### src/lwfc_pkg.sv
// Package for the lamp wake-up fade controller: codes, widths and the level duty lookup.
package lwfc_pkg;

    // Field and register widths
    localparam int DUTY_W    = 7;
    localparam int LEVEL_W   = 2;
    localparam int MODE_W    = 3;
    localparam int SECONDS_W = 12;
    localparam int ELAPSED_W = 22;
    localparam int CFG_IDX_W = 2;
    localparam int CFG_W     = 12;

    localparam logic [DUTY_W-1:0] DUTY_FULL = 7'd100;

    // Input item modes
    localparam logic [MODE_W-1:0] MODE_TICK       = 3'd0;
    localparam logic [MODE_W-1:0] MODE_SWITCH_ON  = 3'd1;
    localparam logic [MODE_W-1:0] MODE_SWITCH_OFF = 3'd2;
    localparam logic [MODE_W-1:0] MODE_SET_LEVEL  = 3'd3;
    localparam logic [MODE_W-1:0] MODE_SET_WAKEUP = 3'd4;

    // Configuration register indexes
    localparam logic [CFG_IDX_W-1:0] CFG_RAMP_SECONDS = 2'd0;
    localparam logic [CFG_IDX_W-1:0] CFG_LOW_DUTY     = 2'd1;
    localparam logic [CFG_IDX_W-1:0] CFG_MEDIUM_DUTY  = 2'd2;
    localparam logic [CFG_IDX_W-1:0] CFG_HIGH_DUTY    = 2'd3;

    // Brightness levels
    localparam logic [LEVEL_W-1:0] LEVEL_NONE   = 2'd0;
    localparam logic [LEVEL_W-1:0] LEVEL_LOW    = 2'd1;
    localparam logic [LEVEL_W-1:0] LEVEL_MEDIUM = 2'd2;
    localparam logic [LEVEL_W-1:0] LEVEL_HIGH   = 2'd3;

    // Duty for a level, saturated to full duty
    function automatic logic [DUTY_W-1:0] level_duty(
        input logic [LEVEL_W-1:0] lvl,
        input logic [DUTY_W-1:0]  low_d,
        input logic [DUTY_W-1:0]  med_d,
        input logic [DUTY_W-1:0]  high_d
    );
        logic [DUTY_W-1:0] d;
        case (lvl)
            LEVEL_LOW:    d = low_d;
            LEVEL_MEDIUM: d = med_d;
            default:      d = high_d;
        endcase
        return (d > DUTY_FULL) ? DUTY_FULL : d;
    endfunction

endpackage

### src/light_wakeup_fade_controller_top.sv
// Top level of the lamp wake-up fade controller: control, ramp arithmetic and handshakes.
//
// One input beat gives one result beat. Switch, level and wake-up beats, and ticks
// with no ramp running, go from accept straight to the output load. A tick during a
// running ramp steps the elapsed count and forms the ramp total when it is accepted,
// then runs a shift-add multiply of elapsed by the target duty, a compare step and a
// restoring division by the ramp total, one quotient bit each step, and is then
// loaded into the output register once it is free. The tick that ends the ramp skips
// the division.
// A new beat is accepted only once the previous one has reached the output
// register; a finished result waits there while the next beat is taken.
// Ramp-seconds writes above MAX_RAMP_SECONDS are dropped.
module light_wakeup_fade_controller_top
    import lwfc_pkg::*;
#(
    parameter int unsigned TICKS_PER_SECOND = 1000,
    parameter int unsigned MAX_RAMP_SECONDS = 3599
) (
    input  logic                 i_clk,
    input  logic                 i_rst_n,
    // configuration write port
    input  logic                 i_cfg_we,
    input  logic [CFG_IDX_W-1:0] i_cfg_idx,
    input  logic [CFG_W-1:0]     i_cfg_data,
    // input channel
    input  logic                 i_in_valid,
    output logic                 o_in_stall,
    input  logic [MODE_W-1:0]    i_mode,
    input  logic [LEVEL_W-1:0]   i_level_select,
    input  logic                 i_wakeup_value,
    // result channel
    output logic                 o_out_valid,
    input  logic                 i_out_stall,
    output logic [DUTY_W-1:0]    o_duty_percent,
    output logic                 o_ramp_running,
    output logic [LEVEL_W-1:0]   o_level_now
);

    // Datapath widths
    localparam int TPS_W = $clog2(TICKS_PER_SECOND + 1);
    localparam int TW    = SECONDS_W + TPS_W;            // ramp total in ticks
    localparam int PW    = ELAPSED_W + DUTY_W;           // elapsed * target
    localparam int DSW   = TW + DUTY_W - 1;              // total shifted to top quotient bit
    localparam int CW    = (PW > DSW) ? PW : DSW;
    localparam int CNT_W = $clog2(DUTY_W);
    localparam logic [TW-1:0]    TPS_C    = TW'(TICKS_PER_SECOND);
    localparam logic [CNT_W-1:0] LAST_CNT = CNT_W'(DUTY_W - 1);
    localparam logic [31:0]      MAX_SEC  = 32'(MAX_RAMP_SECONDS);

    typedef enum logic [2:0] {
        S_IDLE,
        S_MUL,
        S_CHK,
        S_DIV,
        S_DONE
    } t_state;

    t_state                  r_state;
    logic [SECONDS_W-1:0]    r_ramp_sec;
    logic [DUTY_W-1:0]       r_low_d, r_med_d, r_high_d;
    logic [DUTY_W-1:0]       r_duty;
    logic [LEVEL_W-1:0]      r_level;
    logic                    r_wake;
    logic                    r_ramp;
    logic [ELAPSED_W-1:0]    r_elapsed;
    logic                    r_out_valid;
    logic [DUTY_W-1:0]       r_out_duty;
    logic                    r_out_ramp;
    logic [LEVEL_W-1:0]      r_out_level;

    // datapath, no reset
    logic [TW-1:0]           r_total;
    logic [DUTY_W-1:0]       r_tgt;
    logic [CW-1:0]           r_mcand;
    logic [DUTY_W-1:0]       r_mplier;
    logic [CW-1:0]           r_acc;
    logic [CW-1:0]           r_dsr;
    logic [DUTY_W-1:0]       r_quo;
    logic [CNT_W-1:0]        r_cnt;

    logic                    in_acc;
    logic                    out_acc;
    logic                    div_ge;
    logic                    ramp_done;
    logic [DUTY_W-1:0]       cur_tgt;
    logic [DUTY_W-1:0]       sel_tgt;
    logic [ELAPSED_W-1:0]    n_elapsed;

    assign o_in_stall     = (r_state != S_IDLE);
    assign in_acc         = i_in_valid && (r_state == S_IDLE);
    assign out_acc        = r_out_valid && !i_out_stall;
    assign o_out_valid    = r_out_valid;
    assign o_duty_percent = r_out_duty;
    assign o_ramp_running = r_out_ramp;
    assign o_level_now    = r_out_level;

    // Target duties for the stored and the newly selected level
    assign cur_tgt = level_duty(r_level, r_low_d, r_med_d, r_high_d);
    assign sel_tgt = level_duty(i_level_select, r_low_d, r_med_d, r_high_d);

    // Saturating elapsed step
    assign n_elapsed = (r_elapsed == '1) ? r_elapsed : r_elapsed + 1'b1;

    // Division step and ramp end test
    assign div_ge    = (r_acc >= r_dsr);
    assign ramp_done = (r_total == '0) || (CW'(r_elapsed) >= CW'(r_total));

    // Control, state variables, configuration and output register
    always_ff @(posedge i_clk) begin
        if (!i_rst_n) begin
            r_state     <= S_IDLE;
            r_ramp_sec  <= '0;
            r_low_d     <= 7'd30;
            r_med_d     <= 7'd60;
            r_high_d    <= 7'd100;
            r_duty      <= '0;
            r_level     <= LEVEL_HIGH;
            r_wake      <= 1'b0;
            r_ramp      <= 1'b0;
            r_elapsed   <= '0;
            r_out_valid <= 1'b0;
            r_out_duty  <= '0;
            r_out_ramp  <= 1'b0;
            r_out_level <= LEVEL_HIGH;
        end else begin
            // configuration writes
            if (i_cfg_we) begin
                case (i_cfg_idx)
                    CFG_RAMP_SECONDS: begin
                        if (32'(i_cfg_data) <= MAX_SEC) r_ramp_sec <= i_cfg_data;
                    end
                    CFG_LOW_DUTY:    r_low_d  <= i_cfg_data[DUTY_W-1:0];
                    CFG_MEDIUM_DUTY: r_med_d  <= i_cfg_data[DUTY_W-1:0];
                    CFG_HIGH_DUTY:   r_high_d <= i_cfg_data[DUTY_W-1:0];
                    default: ;
                endcase
            end

            // a taken result empties the output unless a new one is loaded now
            if (out_acc && (r_state != S_DONE)) r_out_valid <= 1'b0;

            case (r_state)
                S_IDLE: begin
                    if (in_acc) begin
                        // a tick during a ramp goes through the multiply and divide
                        r_state <= ((i_mode == MODE_TICK) && r_ramp) ? S_MUL : S_DONE;
                        case (i_mode)
                            MODE_TICK: begin
                                if (r_ramp) r_elapsed <= n_elapsed;
                            end
                            MODE_SWITCH_ON: begin
                                if (r_wake && (r_ramp_sec != '0)) begin
                                    r_ramp    <= 1'b1;
                                    r_elapsed <= '0;
                                    r_duty    <= '0;
                                end else begin
                                    r_ramp <= 1'b0;
                                    r_duty <= cur_tgt;
                                end
                            end
                            MODE_SWITCH_OFF: begin
                                r_ramp <= 1'b0;
                                r_duty <= '0;
                            end
                            MODE_SET_LEVEL: begin
                                if (i_level_select != LEVEL_NONE) begin
                                    r_level <= i_level_select;
                                    r_ramp  <= 1'b0;
                                    if (r_ramp || (r_duty != '0)) r_duty <= sel_tgt;
                                end
                            end
                            MODE_SET_WAKEUP: begin
                                r_wake <= i_wakeup_value;
                                if (!i_wakeup_value && r_ramp) begin
                                    r_ramp <= 1'b0;
                                    if (r_duty != '0) r_duty <= cur_tgt;
                                end
                            end
                            default: ;
                        endcase
                    end
                end
                S_MUL: begin
                    if (r_cnt == LAST_CNT) r_state <= S_CHK;
                end
                S_CHK: begin
                    if (ramp_done) begin
                        r_duty  <= r_tgt;
                        r_ramp  <= 1'b0;
                        r_state <= S_DONE;
                    end else begin
                        r_state <= S_DIV;
                    end
                end
                S_DIV: begin
                    if (r_cnt == LAST_CNT) begin
                        r_duty  <= {r_quo[DUTY_W-2:0], div_ge};
                        r_state <= S_DONE;
                    end
                end
                S_DONE: begin
                    // load the result beat once the output register is free
                    if (!r_out_valid || !i_out_stall) begin
                        r_out_valid <= 1'b1;
                        r_out_duty  <= r_duty;
                        r_out_ramp  <= r_ramp;
                        r_out_level <= r_level;
                        r_state     <= S_IDLE;
                    end
                end
                default: r_state <= S_IDLE;
            endcase
        end
    end

    // Serial multiply and restoring divide
    always_ff @(posedge i_clk) begin
        case (r_state)
            S_IDLE: begin
                r_total  <= TW'(r_ramp_sec) * TPS_C;
                r_tgt    <= cur_tgt;
                r_mcand  <= CW'(n_elapsed);
                r_mplier <= cur_tgt;
                r_acc    <= '0;
                r_cnt    <= '0;
            end
            S_MUL: begin
                if (r_mplier[0]) r_acc <= r_acc + r_mcand;
                r_mcand  <= r_mcand << 1;
                r_mplier <= r_mplier >> 1;
                r_cnt    <= r_cnt + 1'b1;
            end
            S_CHK: begin
                r_dsr <= CW'(r_total) << (DUTY_W - 1);
                r_quo <= '0;
                r_cnt <= '0;
            end
            S_DIV: begin
                if (div_ge) r_acc <= r_acc - r_dsr;
                r_dsr <= r_dsr >> 1;
                r_quo <= {r_quo[DUTY_W-2:0], div_ge};
                r_cnt <= r_cnt + 1'b1;
            end
            default: ;
        endcase
    end

    // A running ramp always has wake-up enabled
    a_ramp_needs_wake: assert property (@(posedge i_clk) disable iff (!i_rst_n)
        r_ramp |-> r_wake)
        else $error("ramp running with wake-up disabled");

    // Applied duty never exceeds full duty
    a_duty_range: assert property (@(posedge i_clk) disable iff (!i_rst_n)
        r_duty <= DUTY_FULL)
        else $error("applied duty above full scale");

    // Partial remainder stays below twice the shifted divisor
    a_div_bound: assert property (@(posedge i_clk) disable iff (!i_rst_n)
        (r_state == S_DIV) |-> ({1'b0, r_acc} < {r_dsr, 1'b0}))
        else $error("division remainder out of range");

    // A taken result beat with nothing new to load leaves the output empty
    a_out_drain: assert property (@(posedge i_clk) disable iff (!i_rst_n)
        (out_acc && (r_state != S_DONE)) |=> !r_out_valid)
        else $error("result beat repeated");

endmodule
### config.mk
export PLATFORM = sky130hd
export DESIGN_NAME = light_wakeup_fade_controller_top
export DESIGN_NICKNAME = d
export VERILOG_FILES = /design/src/lwfc_pkg.sv /design/src/light_wakeup_fade_controller_top.sv
export SDC_FILE = /design/constraint.sdc
export NUM_CORES = 1
export LEC_CHECK = 0
export BUFFER_PORTS_ARGS = -buffer_cell sky130_fd_sc_hd__buf_2
export CORE_MARGIN = 3
export CORE_UTILIZATION = 58
export CTS_CLUSTER_SIZE = 25
export DETAILED_ROUTE_END_ITERATION = 10
export PLACE_DENSITY = 0.83
export SETUP_SLACK_MARGIN = 0.2
export SYNTH_ARGS = -nofsm -noshare
export SYNTH_HDL_FRONTEND = slang
export SYNTH_SLANG_ARGS = --single-unit
export TNS_END_PERCENT = 10
### constraint.sdc
create_clock -name i_clk -period 4.7 [get_ports i_clk]
set_input_delay 0.235 -clock i_clk [delete_from_list [all_inputs] [get_ports i_clk]]
set_output_delay 0.235 -clock i_clk [all_outputs]
set_load 0.01 [all_outputs]
==> results.json <==
{
  "outcome": "complete, no violations",
  "synth_area_um2": 14700,
  "p_leak_nw": 7.08,
  "gp_congestion": 0.937,
  "finalPower_mw": 4.53,
  "grt_pass1_wl_mm": 60.0,
  "fin_hold_ws_ns": 0.00762,
  "insertedDiodeCount": 0,
  "die_w_um": 165,
  "grtUsageTotal_pct": 27.2,
  "grt_max_degree": 55,
  "critPathMaxFanout": 3,
  "io_buffers": 36,
  "ir_drop_mv": 0.270,
  "totalWireLength_mm": 37.4,
  "worstSetupStartpointType": "flip-flop",
  "drt_iter0_markers": 1283,
  "cap_viol_max_count": 0,
  "layout-drive-gt1-share_pct": 8.36,
  "rsz0062_at_grt": "true",
  "cts_sinks": 208,
  "drc": 0,
  "fin_nets": 1858,
  "finalMaxSlewViolations": 0,
  "slowest_delay_ns": 0.52,
  "power.density_nw_per_um2": 280,
  "final_cell_mix": "201 x nand2_1, 136 x inv_1, 131 x ha_1",
  "path_clk_slew_ns": 0.06,
  "ys_top_cells_by_area": "edfxtp_1 26%, ha_1 11%, dfxtp_1 11%",
  "tritoncts": "yes",
  "setup_viol": 0,
  "place_ws_ns": -0.0423,
  "cts_htree_levels": 1,
  "ctsLongestPathBuffers": 3,
  "n_fill_cell": 1956,
  "cts_root_buffer": "clkbuf_16",
  "yosysWarnings": 0,
  "worst_pin_slew_ns": 0.992,
  "crit_slowest_cell": "fa_1",
  "path_cells": "fa_1 -> fa_1 -> inv_1 -> fa_1 -> fa_1 -> inv_1 -> ha_4 -> and2_1 -> a311oi_2 -> a21oi_2 -> a311oi_2 -> nor3_2 -> a211o_1 -> a21oi_2 -> xnor2_1",
  "synth-edff-count": 128,
  "numCtsBuffers": 22,
  "critical_path.most_common_cell": "fa_1",
  "fin_ws_ns": 0.190,
  "clock.fmax_ghz": 0.222,
  "slew-limit-headroom_pct": 33.5,
  "first_pass_iters": 7,
  "std_cell_rows": 57,
  "antenna_found_initial": 0,
  "hold_viol": 0,
  "yosys.area.top_type_share_pct": 26.1,
  "hp-class": "in -> reg",
  "clk_latency_ns": 0.54,
  "synth.avg_cell_area_um2": 9.08,
  "synth_area_leader_cell": "edfxtp_1",
  "globalRouteOverflowTotal": 0,
  "post-route-min-period_ns": 4.51,
  "synth-async-reset-ratio_pct": 0,
  "synth_ff_type": "edfxtp_1",
  "crit_type": "reg -> reg",
  "dpl-instance-area_um2": 15300,
  "vias_per_cell": 6.20,
  "mostFrequentLayoutCell": "nand2_1",
  "arrival_ns": 4.76,
  "yosysUniqueCellTypes": 76,
  "start_util_pct": 59.7,
  "core_um2": 24700,
  "fin_worst_skew_ns": 0.0366,
  "fin_crit_sh_pct": 96.0,
  "cp-end-kind": "flip-flop",
  "hpwl_mm": 27.6,
  "finalInstanceArea_um2": 16200,
  "area_growth_pct": 9.93,
  "die_area_um2": 27400,
  "synth_seq_cells": 208,
  "ant_nets": 0,
  "yosysSeqAreaShare_pct": 36.9,
  "io_pins": 37,
  "syn_inst": 1623,
  "die_h_um": 165,
  "vias": 12400,
  "grt_pass1_vias": 11900,
  "tns_ns": 0,
  "wl_per_cell_um": 18.7,
  "syn_nets": 1823,
  "crit_required_ns": 4.95
}
==> registers in the layout, indices dropped and copies added, names as in the netlist, 6 cells and up <==
name	cells
r_dsr	28
r_tgt	7
r_elapsed	22
r_med_d	7
r_duty	7
r_total	19
r_mplier	7
r_quo	6
r_ramp_sec	12
r_high_d	7
o_duty_percent	7
r_mcand	29
r_acc	29
r_low_d	7
==> what timing repair did <==
item                       CTS  global route
hold buffers                10             0
pin swaps                    8             5
resized for setup           15             7
setup buffers                2             0
setup endpoints to repair    2             3
cloned                       0             0
hold endpoints to repair    13             0
==> synthesized netlist by cell type, types with 5 or more instances <==
cell type,instances
nand2_1,201
xor2_1,24
nor4_1,10
o21ai_1,5
nand3_1,35
o211ai_1,16
clkbuf_1,52
a21o_1,37
a32oi_1,5
o2111ai_1,6
a31oi_1,16
nor2_1,127
nand2b_1,9
nand3b_1,5
nor2b_1,14
o21bai_1,10
nor3_1,33
o22ai_1,5
a221o_1,7
a21boi_0,7
or3_1,7
nand4_1,17
edfxtp_1,128
fa_1,40
a22o_1,6
a311oi_1,8
a21oi_1,101
o41ai_1,5
o21ai_0,102
dfxtp_1,80
ha_1,135
o31ai_1,8
or4_1,6
and3_1,31
mux2i_1,20
xnor2_1,46
o211a_1,5
o21a_1,15
and4_1,7
buf_2,5
a211oi_1,21
inv_1,140
==> metrics by stage <==
| step | utilization (%) | instances |
|---|---|---|
| floorplan | - | 1623 |
| global placement | 62.0 | 1946 |
| detailed placement | 62.0 | 1946 |
| CTS | 65.5 | 1998 |
| global route | 65.7 | 1998 |
| finish | 65.7 | 1998 |
==> cell type report <==
type                            instances  area, um2  area share, %
Clock buffer                           30        601           3.71
Clock inverter                         10       90.1          0.556
Inverter                              142        533           3.29
Multi-Input combinational cell       1211       8620           53.2
Sequential cell                       208       5460           33.7
Tap cell                              324        405           2.50
Timing Repair Buffer                   73        495           3.06
==> metal layers <==
layer | wire (um) | up-vias | share of wire, % | global-route usage [%]
met5 | 0 | - | 0 | 0
met4 | 1040 | 0 | 2.8 | 7.90
met3 | 3220 | 82 | 8.6 | 5.14
met2 | 17200 | 529 | 46 | 43.5
met1 | 15900 | 5874 | 43 | 37.8
li1 | - | 5909 | - | -
==> kinds of logic after synthesis <==
kind of cell             count (synthesis)  synth area share, %
AO/OA/AOI/OAI                          418                 18.5
XOR/XNOR                                70                 4.16
buffers and inverters                  204                 5.26
AND/OR/NAND/NOR                        527                 16.8
multiplexers                            21                 1.43
flip-flops                             208                 36.9
adder cells (fa/ha/maj)                175                 16.9
==> critical path: cells and delay by family (launching register included) <==
family,cells,cell delay (ns)
buf+inv,2,0.12
compound gates,5,1.19
simple gates,2,0.27
xor+xnor,1,0.08
flops,1,0.33
fa+ha+maj,5,2.27
==> power breakdown <==
group	internal [mW]	leakage [nW]	total, mW	switching [mW]
logic	0.292	4.72	0.730	0.438
registers	2.04	2.01	2.13	0.0869
clock network	0.954	0.338	1.67	0.716
total	3.29	7.08	4.53	1.24
==> worst paths after layout <==
path,from,slack (ns),cells after the start,endpoint
setup reg to reg,r_ramp_sec[2]$_SDFFE_PN0P_,0.19,15,r_total[21]$_DFFE_PP_
hold reg to reg,o_duty_percent[2]$_SDFFE_PN0P_,0.46,2,o_duty_percent[2]$_SDFFE_PN0P_
setup / recovery,r_ramp_sec[2]$_SDFFE_PN0P_,0.19,15,r_total[21]$_DFFE_PP_
hold / removal,i_cfg_data[5],0.008,3,r_med_d[5]$_SDFFE_PN1P_
(Power assumes the default switching activity.)
